**config.mk**
```make
export PLATFORM = sky130hd
export DESIGN_NAME = keyed_fifo_with_update_and_range
export DESIGN_NICKNAME = d
export VERILOG_FILES = /design/src/hdl/kfu_pkg.sv /design/src/hdl/kfu_ram.sv /design/src/hdl/kfu_ctrl.sv /design/src/hdl/kfu_dp.sv /design/src/hdl/keyed_fifo_with_update_and_range.sv
export SDC_FILE = /design/constraint.sdc
export NUM_CORES = 2
export LEC_CHECK = 0
export ABC_AREA = 1
export BUFFER_PORTS_ARGS = -buffer_cell sky130_fd_sc_hd__buf_2
export CAP_MARGIN = 20
export CORE_ASPECT_RATIO = 1.25
export CORE_MARGIN = 2
export CORE_UTILIZATION = 40
export CTS_BUF_LIST = sky130_fd_sc_hd__clkbuf_16
export CTS_CLUSTER_DIAMETER = 150
export DETAILED_ROUTE_END_ITERATION = 12
export GPL_ROUTABILITY_DRIVEN = 0
export SYNTH_ARGS = -nofsm -noshare
export SYNTH_HDL_FRONTEND = slang
export SYNTH_SLANG_ARGS = --single-unit
export TNS_END_PERCENT = 30
```
**constraint.sdc**
```tcl
create_clock -name clock -period 5.3 [get_ports clock]
set_input_delay 0.795 -clock clock [delete_from_list [all_inputs] [get_ports clock]]
set_output_delay 0.795 -clock clock [all_outputs]
set_load 0.005 [all_outputs]
```
**src/hdl/kfu_pkg.sv**
```systemverilog
// shared types and codes for the keyed fifo with update and range query
`timescale 1ns / 1ps

package kfu_pkg;

   // operation codes of an input word
   localparam logic [1:0] FUNC_ENQ = 2'd0;
   localparam logic [1:0] FUNC_DEQ = 2'd1;
   localparam logic [1:0] FUNC_RNG = 2'd2;

   typedef struct packed {
      logic [1:0]         func;
      logic signed [31:0] key;
      logic signed [31:0] value;
      logic signed [31:0] range_start;
      logic signed [31:0] range_end;
   } req_type;

   typedef struct packed {
      logic               success;
      logic signed [31:0] out_key;
      logic signed [31:0] out_value;
      logic               last;
   } rsp_type;

   localparam rsp_type FAIL_RSP = '{success: 1'b0, out_key: '0, out_value: '0, last: 1'b1};

   // controller to datapath
   typedef struct packed {
      logic load;     // capture the accepted word and arm the scan
      logic scan;     // step the key scan
      logic finish;   // commit the operation and write the closing result
   } kfu_cmd_type;

   // datapath to controller
   typedef struct packed {
      logic empty;
      logic enq_hit;
      logic scan_end;
      logic out_free;
   } kfu_sts_type;

endpackage

```
**src/hdl/kfu_ram.sv**
```systemverilog
// generic single write port ram with one registered read port
`timescale 1ns / 1ps

module kfu_ram #(
   parameter int WIDTH = 32,
   parameter int DEPTH = 16,
   localparam int AW = (DEPTH > 1) ? $clog2(DEPTH) : 1
) (
   input  logic             clock,
   input  logic             wr_en,
   input  logic [AW-1:0]    wr_addr,
   input  logic [WIDTH-1:0] wr_data,
   input  logic [AW-1:0]    rd_addr,
   output logic [WIDTH-1:0] rd_data
);

   logic [WIDTH-1:0] mem [0:DEPTH-1];
   logic [WIDTH-1:0] rd_data_ff;

   always_ff @(posedge clock) begin
      if (wr_en) begin
         mem[wr_addr] <= wr_data;
      end
      rd_data_ff <= mem[rd_addr];
   end

   assign rd_data = rd_data_ff;

endmodule

```
**src/hdl/kfu_ctrl.sv**
```systemverilog
// operation sequencer: accept, key scan, commit
`timescale 1ns / 1ps

module kfu_ctrl import kfu_pkg::*; (
   input  logic        clock,
   input  logic        reset,
   input  logic        req_valid,
   output logic        req_ready,
   input  logic [1:0]  req_func,
   input  kfu_sts_type sts,
   output kfu_cmd_type cmd
);

   localparam logic [1:0] ST_IDLE = 2'd0;
   localparam logic [1:0] ST_SCAN = 2'd1;
   localparam logic [1:0] ST_FIN  = 2'd2;

   logic [1:0] state_ff;
   logic [1:0] state_in;

   always_comb begin
      state_in   = state_ff;
      req_ready  = 1'b0;
      cmd        = '0;
      unique case (state_ff)
         ST_IDLE: begin
            req_ready = 1'b1;
            if (req_valid) begin
               cmd.load = 1'b1;
               // an empty queue has nothing to scan
               if ((req_func == FUNC_ENQ || req_func == FUNC_RNG) && !sts.empty) begin
                  state_in = ST_SCAN;
               end else begin
                  state_in = ST_FIN;
               end
            end
         end
         ST_SCAN: begin
            cmd.scan = 1'b1;
            if (sts.enq_hit || sts.scan_end) begin
               state_in = ST_FIN;
            end
         end
         ST_FIN: begin
            if (sts.out_free) begin
               cmd.finish = 1'b1;
               state_in   = ST_IDLE;
            end
         end
         default: begin
            state_in = ST_IDLE;
         end
      endcase
   end

   always_ff @(posedge clock) begin
      if (reset) begin
         state_ff <= ST_IDLE;
      end else begin
         state_ff <= state_in;
      end
   end

endmodule

```
**src/hdl/kfu_dp.sv**
```systemverilog
// queue datapath: key and value rams, pointers, scan pipeline, result registers
`timescale 1ns / 1ps

module kfu_dp import kfu_pkg::*; #(
   parameter int DEPTH = 16
) (
   input  logic        clock,
   input  logic        reset,
   input  req_type     req_data,
   input  kfu_cmd_type cmd,
   output kfu_sts_type sts,
   output logic        rsp_valid,
   input  logic        rsp_ready,
   output rsp_type     rsp_data
);

   localparam int IDX_W = (DEPTH > 1) ? $clog2(DEPTH) : 1;
   localparam int CNT_W = $clog2(DEPTH + 1);
   localparam logic [IDX_W-1:0] LAST_SLOT = IDX_W'(DEPTH - 1);
   localparam logic [CNT_W-1:0] FULL_CNT  = CNT_W'(DEPTH);

   function automatic logic [IDX_W-1:0] slot_after(input logic [IDX_W-1:0] s);
      return (s == LAST_SLOT) ? '0 : s + 1'b1;
   endfunction

   req_type          req_ff, req_in;
   logic [IDX_W-1:0] head_ff, head_in;
   logic [IDX_W-1:0] tail_ff, tail_in;
   logic [CNT_W-1:0] count_ff, count_in;
   logic [IDX_W-1:0] scan_slot_ff, scan_slot_in;
   logic [CNT_W-1:0] left_ff, left_in;
   logic             cmp_vld_ff, cmp_vld_in;
   logic [IDX_W-1:0] cmp_slot_ff, cmp_slot_in;
   logic             hit_ff, hit_in;
   logic [IDX_W-1:0] hit_slot_ff, hit_slot_in;
   logic [31:0]      hold_key_ff, hold_key_in;
   logic [31:0]      hold_val_ff, hold_val_in;
   logic             hold_vld_ff, hold_vld_in;
   rsp_type          rsp_ff, rsp_in;
   logic             rsp_vld_ff, rsp_vld_in;

   logic [31:0]      key_rd, val_rd;
   logic [IDX_W-1:0] rd_addr, wr_addr;
   logic             key_we, val_we, out_load;
   logic             empty, full, key_eq, in_rng, is_enq, is_rng;
   logic             out_free, rng_hit, stall;

   kfu_ram #(.WIDTH(32), .DEPTH(DEPTH)) u_key_ram (
      .clock   (clock),
      .wr_en   (key_we),
      .wr_addr (wr_addr),
      .wr_data (req_ff.key),
      .rd_addr (rd_addr),
      .rd_data (key_rd)
   );

   kfu_ram #(.WIDTH(32), .DEPTH(DEPTH)) u_val_ram (
      .clock   (clock),
      .wr_en   (val_we),
      .wr_addr (wr_addr),
      .wr_data (req_ff.value),
      .rd_addr (rd_addr),
      .rd_data (val_rd)
   );

   assign empty    = (count_ff == '0);
   assign full     = (count_ff == FULL_CNT);
   assign is_enq   = (req_ff.func == FUNC_ENQ);
   assign is_rng   = (req_ff.func == FUNC_RNG);
   assign key_eq   = cmp_vld_ff && (key_rd == req_ff.key);
   assign in_rng   = cmp_vld_ff && ($signed(key_rd) >= req_ff.range_start)
                     && ($signed(key_rd) <= req_ff.range_end);
   assign out_free = !rsp_vld_ff || rsp_ready;
   assign rng_hit  = cmd.scan && is_rng && in_rng;
   // a second match with the held one still unsent and the output busy
   assign stall    = rng_hit && hold_vld_ff && !out_free;

   // while stalled, reread the slot under compare so its data stays put;
   // outside a scan the head slot is read continuously for dequeue
   assign rd_addr = cmd.scan ? (stall ? cmp_slot_ff : scan_slot_ff) : head_ff;

   assign sts.empty    = empty;
   assign sts.enq_hit  = is_enq && key_eq;
   assign sts.scan_end = (left_ff == '0) && !cmp_vld_ff;
   assign sts.out_free = out_free;

   always_comb begin
      req_in       = req_ff;
      head_in      = head_ff;
      tail_in      = tail_ff;
      count_in     = count_ff;
      scan_slot_in = scan_slot_ff;
      left_in      = left_ff;
      cmp_vld_in   = cmp_vld_ff;
      cmp_slot_in  = cmp_slot_ff;
      hit_in       = hit_ff;
      hit_slot_in  = hit_slot_ff;
      hold_key_in  = hold_key_ff;
      hold_val_in  = hold_val_ff;
      hold_vld_in  = hold_vld_ff;
      rsp_in       = rsp_ff;
      rsp_vld_in   = rsp_vld_ff && !rsp_ready;
      key_we       = 1'b0;
      val_we       = 1'b0;
      wr_addr      = tail_ff;
      out_load     = 1'b0;

      if (cmd.load) begin
         req_in       = req_data;
         scan_slot_in = head_ff;
         left_in      = count_ff;
         cmp_vld_in   = 1'b0;
         hit_in       = 1'b0;
         hold_vld_in  = 1'b0;
      end

      if (cmd.scan && !stall) begin
         if (left_ff != '0) begin
            cmp_vld_in   = 1'b1;
            cmp_slot_in  = scan_slot_ff;
            scan_slot_in = slot_after(scan_slot_ff);
            left_in      = left_ff - 1'b1;
         end else begin
            cmp_vld_in   = 1'b0;
         end
         if (is_enq && key_eq) begin
            hit_in      = 1'b1;
            hit_slot_in = cmp_slot_ff;
         end
         // keep one match back so the final one can carry last
         if (rng_hit) begin
            if (hold_vld_ff) begin
               rsp_in     = '{success: 1'b1, out_key: $signed(hold_key_ff),
                              out_value: $signed(hold_val_ff), last: 1'b0};
               rsp_vld_in = 1'b1;
               out_load   = 1'b1;
            end
            hold_key_in = key_rd;
            hold_val_in = val_rd;
            hold_vld_in = 1'b1;
         end
      end

      if (cmd.finish) begin
         out_load   = 1'b1;
         rsp_vld_in = 1'b1;
         rsp_in     = FAIL_RSP;
         unique case (req_ff.func)
            FUNC_ENQ: begin
               if (hit_ff) begin
                  val_we  = 1'b1;
                  wr_addr = hit_slot_ff;
                  rsp_in  = '{success: 1'b1, out_key: req_ff.key,
                              out_value: req_ff.value, last: 1'b1};
               end else if (!full) begin
                  key_we   = 1'b1;
                  val_we   = 1'b1;
                  tail_in  = slot_after(tail_ff);
                  count_in = count_ff + 1'b1;
                  rsp_in   = '{success: 1'b1, out_key: req_ff.key,
                               out_value: req_ff.value, last: 1'b1};
               end
            end
            FUNC_DEQ: begin
               if (!empty) begin
                  head_in  = slot_after(head_ff);
                  count_in = count_ff - 1'b1;
                  rsp_in   = '{success: 1'b1, out_key: $signed(key_rd),
                               out_value: $signed(val_rd), last: 1'b1};
               end
            end
            FUNC_RNG: begin
               if (hold_vld_ff) begin
                  hold_vld_in = 1'b0;
                  rsp_in      = '{success: 1'b1, out_key: $signed(hold_key_ff),
                                  out_value: $signed(hold_val_ff), last: 1'b1};
               end
            end
            default: begin
            end
         endcase
      end
   end

   always_ff @(posedge clock) begin
      if (reset) begin
         head_ff     <= '0;
         tail_ff     <= '0;
         count_ff    <= '0;
         left_ff     <= '0;
         cmp_vld_ff  <= 1'b0;
         hit_ff      <= 1'b0;
         hold_vld_ff <= 1'b0;
         rsp_vld_ff  <= 1'b0;
      end else begin
         head_ff     <= head_in;
         tail_ff     <= tail_in;
         count_ff    <= count_in;
         left_ff     <= left_in;
         cmp_vld_ff  <= cmp_vld_in;
         hit_ff      <= hit_in;
         hold_vld_ff <= hold_vld_in;
         rsp_vld_ff  <= rsp_vld_in;
      end
   end

   always_ff @(posedge clock) begin
      req_ff       <= req_in;
      scan_slot_ff <= scan_slot_in;
      cmp_slot_ff  <= cmp_slot_in;
      hit_slot_ff  <= hit_slot_in;
      hold_key_ff  <= hold_key_in;
      hold_val_ff  <= hold_val_in;
      rsp_ff       <= rsp_in;
   end

   assign rsp_valid = rsp_vld_ff;
   assign rsp_data  = rsp_ff;

`ifndef ASSERT_OFF
   a_out_no_overwrite: assert property (@(posedge clock) disable iff (reset)
      out_load |-> out_free)
      else $error("result word overwritten before it was taken");

   a_count_bound: assert property (@(posedge clock) disable iff (reset)
      count_ff <= FULL_CNT)
      else $error("entry count above queue depth");

   a_deq_count: assert property (@(posedge clock) disable iff (reset)
      cmd.finish && req_ff.func == FUNC_DEQ && !empty
      |=> count_ff == $past(count_ff) - 1'b1)
      else $error("dequeue did not drop the count by one");

   a_update_keeps_count: assert property (@(posedge clock) disable iff (reset)
      cmd.finish && req_ff.func == FUNC_ENQ && hit_ff
      |=> count_ff == $past(count_ff) && tail_ff == $past(tail_ff))
      else $error("in-place update moved the tail or count");

   a_hold_only_range: assert property (@(posedge clock) disable iff (reset)
      hold_vld_ff |-> req_ff.func == FUNC_RNG)
      else $error("held match outside a range query");
`endif

endmodule

```
**src/hdl/keyed_fifo_with_update_and_range.sv**
```systemverilog
// Keyed FIFO of up to DEPTH unique key/value pairs with in-place update, pop and
// signed range query. One word is worked on at a time. Dequeue, any unused code and
// operations on an empty queue skip the scan and go to the result. Enqueue and range
// query scan the stored keys through the single read port of the key/value rams,
// one slot per cycle (an enqueue that finds its key stops early); a range query
// also waits whenever the result channel holds back a match. A range query returns
// one word per matching entry, head to tail, with last on the final one, or a
// single failed word when nothing matches. The rams need no clearing after reset.
// A result register decouples the result channel, so the next word is accepted
// while a result is still waiting.
`timescale 1ns / 1ps

module keyed_fifo_with_update_and_range import kfu_pkg::*; #(
   parameter int DEPTH = 16
) (
   input  logic    clock,
   input  logic    reset,
   input  logic    req_valid,
   output logic    req_ready,
   input  req_type req_data,
   output logic    rsp_valid,
   input  logic    rsp_ready,
   output rsp_type rsp_data
);

   kfu_cmd_type cmd;
   kfu_sts_type sts;

   kfu_ctrl u_ctrl (
      .clock     (clock),
      .reset     (reset),
      .req_valid (req_valid),
      .req_ready (req_ready),
      .req_func  (req_data.func),
      .sts       (sts),
      .cmd       (cmd)
   );

   kfu_dp #(.DEPTH(DEPTH)) u_dp (
      .clock     (clock),
      .reset     (reset),
      .req_data  (req_data),
      .cmd       (cmd),
      .sts       (sts),
      .rsp_valid (rsp_valid),
      .rsp_ready (rsp_ready),
      .rsp_data  (rsp_data)
   );

endmodule
```
==> metrics.md <==
| Metric | Value |
|---|---|
| Area grow syn2layout | 13.5% |
| Reg-to-Reg Start | u_ctrl.state_ff[0] |
| Final wirelength | 161000 um |
| Total setup buffers inserted after CTS | 0 |
| Sequential cell area | 40600 um^2 |
| H-Tree Depth | 4 |
| Int Power | 20600 uW |
| Hold buffer count at CTS | 0 |
| Required @ worst endpoint | 5.95 ns |
| CP arrival | 4.89 ns |
| Max FO, Critical Path | 204 |
| Synth Register Bits | 1384 |
| Max Freq | 0.235 GHz |
| Most frequent cells after synthesis | edfxtp_1, nand3_1, nand2_1, inv_1, o21ai_0 |
| Layout cells sized above 1 | 10.2% |
| # rows | 158 |
| CTS tree | done |
| Drt wl/cell | 21.4 um |
| Asr flop ratio synth | 0% |
| Tightest Pin Transition | 1.10 ns |
| Cell count after synthesis | 5328 |
| Initial antenna violation count | 5 |
| Dominant cells by area after synthesis | edfxtp_1, nand3_1, nand2_1, inv_1, dfxtp_1 |
| Clock Latency Late Sink | 0.79 ns |
| Final setup fails | 0 |
| Period Utilization, post-route | 80.1% |
| Leakage | 0.0271 uW |
| Synth Flop Type | edfxtp_1 |
| CP endpoint kind | flop |
| RSZ-0062 raised after global routing | no |
| Register share of total power | 46.2% |
| Worst-path clk slew | 0.06 ns |
| Hold path depth | 1 |
| Final Slew Violations | 0 |
| Net Sw Power | 9650 uW |
| HP Class | input pin to flop |
| Initial Util | 40.1% |
| Comb pwr share | 21.7% |
| Syn Nets | 5534 |
| Maxcap violations | 0 |
| IO Pins | 202 |
| DRT Pass-1 Iters | 7 |
| Remaining routing DRC violations | 0 |
| EDFF count, synth | 1292 |
| Switching Fraction | 31.9% |
| Reg2reg end | u_dp.u_val_ram.rd_data[21] |
| FF-to-FF path depth | 14 |
| Area of the multi-input gates | 14300 um^2 |
| Die ar. | 152000 um^2 |
| Power Dens Cells | 449 nW/um^2 |
| Die Width | 349 um |
| DR vias/cell | 5.22 |
| Hold Path Sink | u_dp.req_ff[20] |
| Core area | 148000 um^2 |
| Global-route wire length before repair | 241000 um |
| Most common cell in the netlist | edfxtp_1 |
| Synth area leader | edfxtp_1 |
| GRT Residual Overflow | 0 |
| CP Class | flop to flop |
| CP startpoint kind | flop |
| Setup TNS | 0 ns |
| # fillers | 13400 |
| Pin count of the biggest net entering global routing | 205 |
| DR iter-0 viols | 3689 |
| CTS Sinks | 1384 |
| HPWL Detailed | 88100 um |
| Synthesized area | 59400 um^2 |
| Seq/Total Area, Yosys | 68.5% |
| Layout Skew | 0.0379 ns |
| Vias in the first global route | 38500 |
| # port buffers | 201 |
| Slew headroom | 26.5% |
| Chip height | 435 um |
| Peak VDD IR | 315 uV |
| Final min period | 4.25 ns |
| Total Power | 30300 uW |
| All-Layer GR Usage | 21.0% |
| Pre-CTS setup slack | 1.05 ns |
| Fin. Hold Viols | 0 |
| Root Buffer | clkbuf_16 |
| Hold Slack | 0.182 ns |
| Vias | 39300 |
| HP Start | req_data[20] |
| Synth warn | 0 |
| Nets | 5697 |
| Netlist cell types | 45 |
| Cts repair resizes | 0 |
| Run status | finished, final reports clean |
| Synth Area per Inst | 11.1 um^2 |
| Synth top area share | 65.4% |
| Clock Power Share | 32.1% |
| CTS Buffer Depth | 3 |
| Setup ws final | 1.05 ns |
| Post-route ant nets | 0 |
| Num CTS Buffers | 145 |
| Worst reg2reg setup slack | 1.05 ns |
## power by group through the flow
stage,Combinational [uW],Clock (uW),Sequential [uW]
floorplan,4450,0,13800
global placement,6520,0,14200
detailed placement,6600,0,14200
CTS,6620,9890,14000
global route,7340,10300,14100
finish,6570,9700,14000
## kinds of logic (layout without fill, tap and decap cells)
family          count (synthesis)  count (layout)  share of synthesized area (%)
compound gates                297             297                           2.96
xor+xnor                       31              31                          0.457
fa+ha+maj                      72              72                           1.53
simple gates                 2385            2385                           18.6
buf+inv                      1156            1440                           7.95
other cells                     0               2                              0
mux                             3               3                         0.0506
flops                        1384            1384                           68.5
## per-stage QoR
stage,utilization (%),instances,instance area [um^2]
floorplan,-,5328,59400
global placement,42.5,7264,62800
detailed placement,42.5,7264,62800
CTS,45.6,7532,67400
global route,45.6,7533,67400
finish,45.6,7534,67400
## placed cells by master, fill, tap and decap left out, drive strengths merged, types with 4 or more instances in the layout
cell type and n:
edfxtp 1292, nand3 1175, nand2 964, inv 891, buf 318, o21ai 163, clkbuf 151, nand3b 129
dfxtp 92, nor2 91, ha 71, clkinv 67, a22o 55, a21oi 49, xor2 16, xnor2 15
o22ai 13, nand4 11, nor3 9, clkinvlp 7, bufinv 6, o211ai 4
## state kept, by name (all words and copies together), names as in the netlist, 2 cells and up
signal                  count
u_dp.u_key_ram.rd_data     32
u_dp.left_ff                5
u_dp.u_key_ram.mem        512
u_dp.cmp_slot_ff            4
u_dp.hold_val_ff           32
u_dp.req_ff               130
u_ctrl.state_ff             2
u_dp.hold_key_ff           32
u_dp.rsp_data              66
u_dp.u_val_ram.rd_data     32
u_dp.count_ff               5
u_dp.tail_ff                4
u_dp.scan_slot_ff           4
u_dp.hit_slot_ff            4
u_dp.head_ff                4
u_dp.u_val_ram.mem        512
## routing by layer
layer  global-route usage (%)  share of wire, %
met1                     26.8                41
met2                     35.9                50
met3                     3.17               6.6
met4                     7.84               3.3
met5                        0            0.0068
## cell type report
| cell class | count | area share (%) |
|---|---|---|
| Timing Repair Buffer | 318 | 3.33 |
| Clock buffer | 151 | 5.61 |
| Sequential cell | 1384 | 60.3 |
| Inverter | 854 | 4.78 |
| Multi-Input combinational cell | 2788 | 21.3 |
| Clock inverter | 117 | 1.12 |
| Tap cell | 1920 | 3.57 |
| Antenna cell | 2 | 0.00743 |
## how the worst max path moves through the flow
stage          slack (ns)                    endpoint                       start  cells past startpoint
2_1_floorplan        1.29   u_dp.u_key_ram.mem[10][0]                   rsp_ready                      7
3_3_place_gp         1.09  u_dp.u_val_ram.rd_data[24]  u_dp.u_key_ram.rd_data[31]                     16
3_5_place_dp         1.05   u_dp.u_val_ram.rd_data[9]  u_dp.u_key_ram.rd_data[31]                     17
4_1_cts              1.03   u_dp.u_val_ram.rd_data[4]  u_dp.u_key_ram.rd_data[31]                     16
5_1_grt              0.80  u_dp.u_val_ram.rd_data[16]          u_ctrl.state_ff[0]                     14
6_report             1.05  u_dp.u_val_ram.rd_data[21]          u_ctrl.state_ff[0]                     14
## worst max-delay path, stage by stage, from the launching register on
cell and delay [ns]:
dfxtp_1 0.38, inv_2 0.06, nor2_4 0.29, inv_1 0.18
nor3_1 0.85, nand2_2 0.14, nor2_4 0.27, nand4_1 0.19
nand3_4 0.24, buf_12 0.66, nand3_1 0.18, nand3_1 0.15
nand3_1 0.08, nand3_1 0.12, nand2_1 0.06
(Power assumes the default switching activity.)
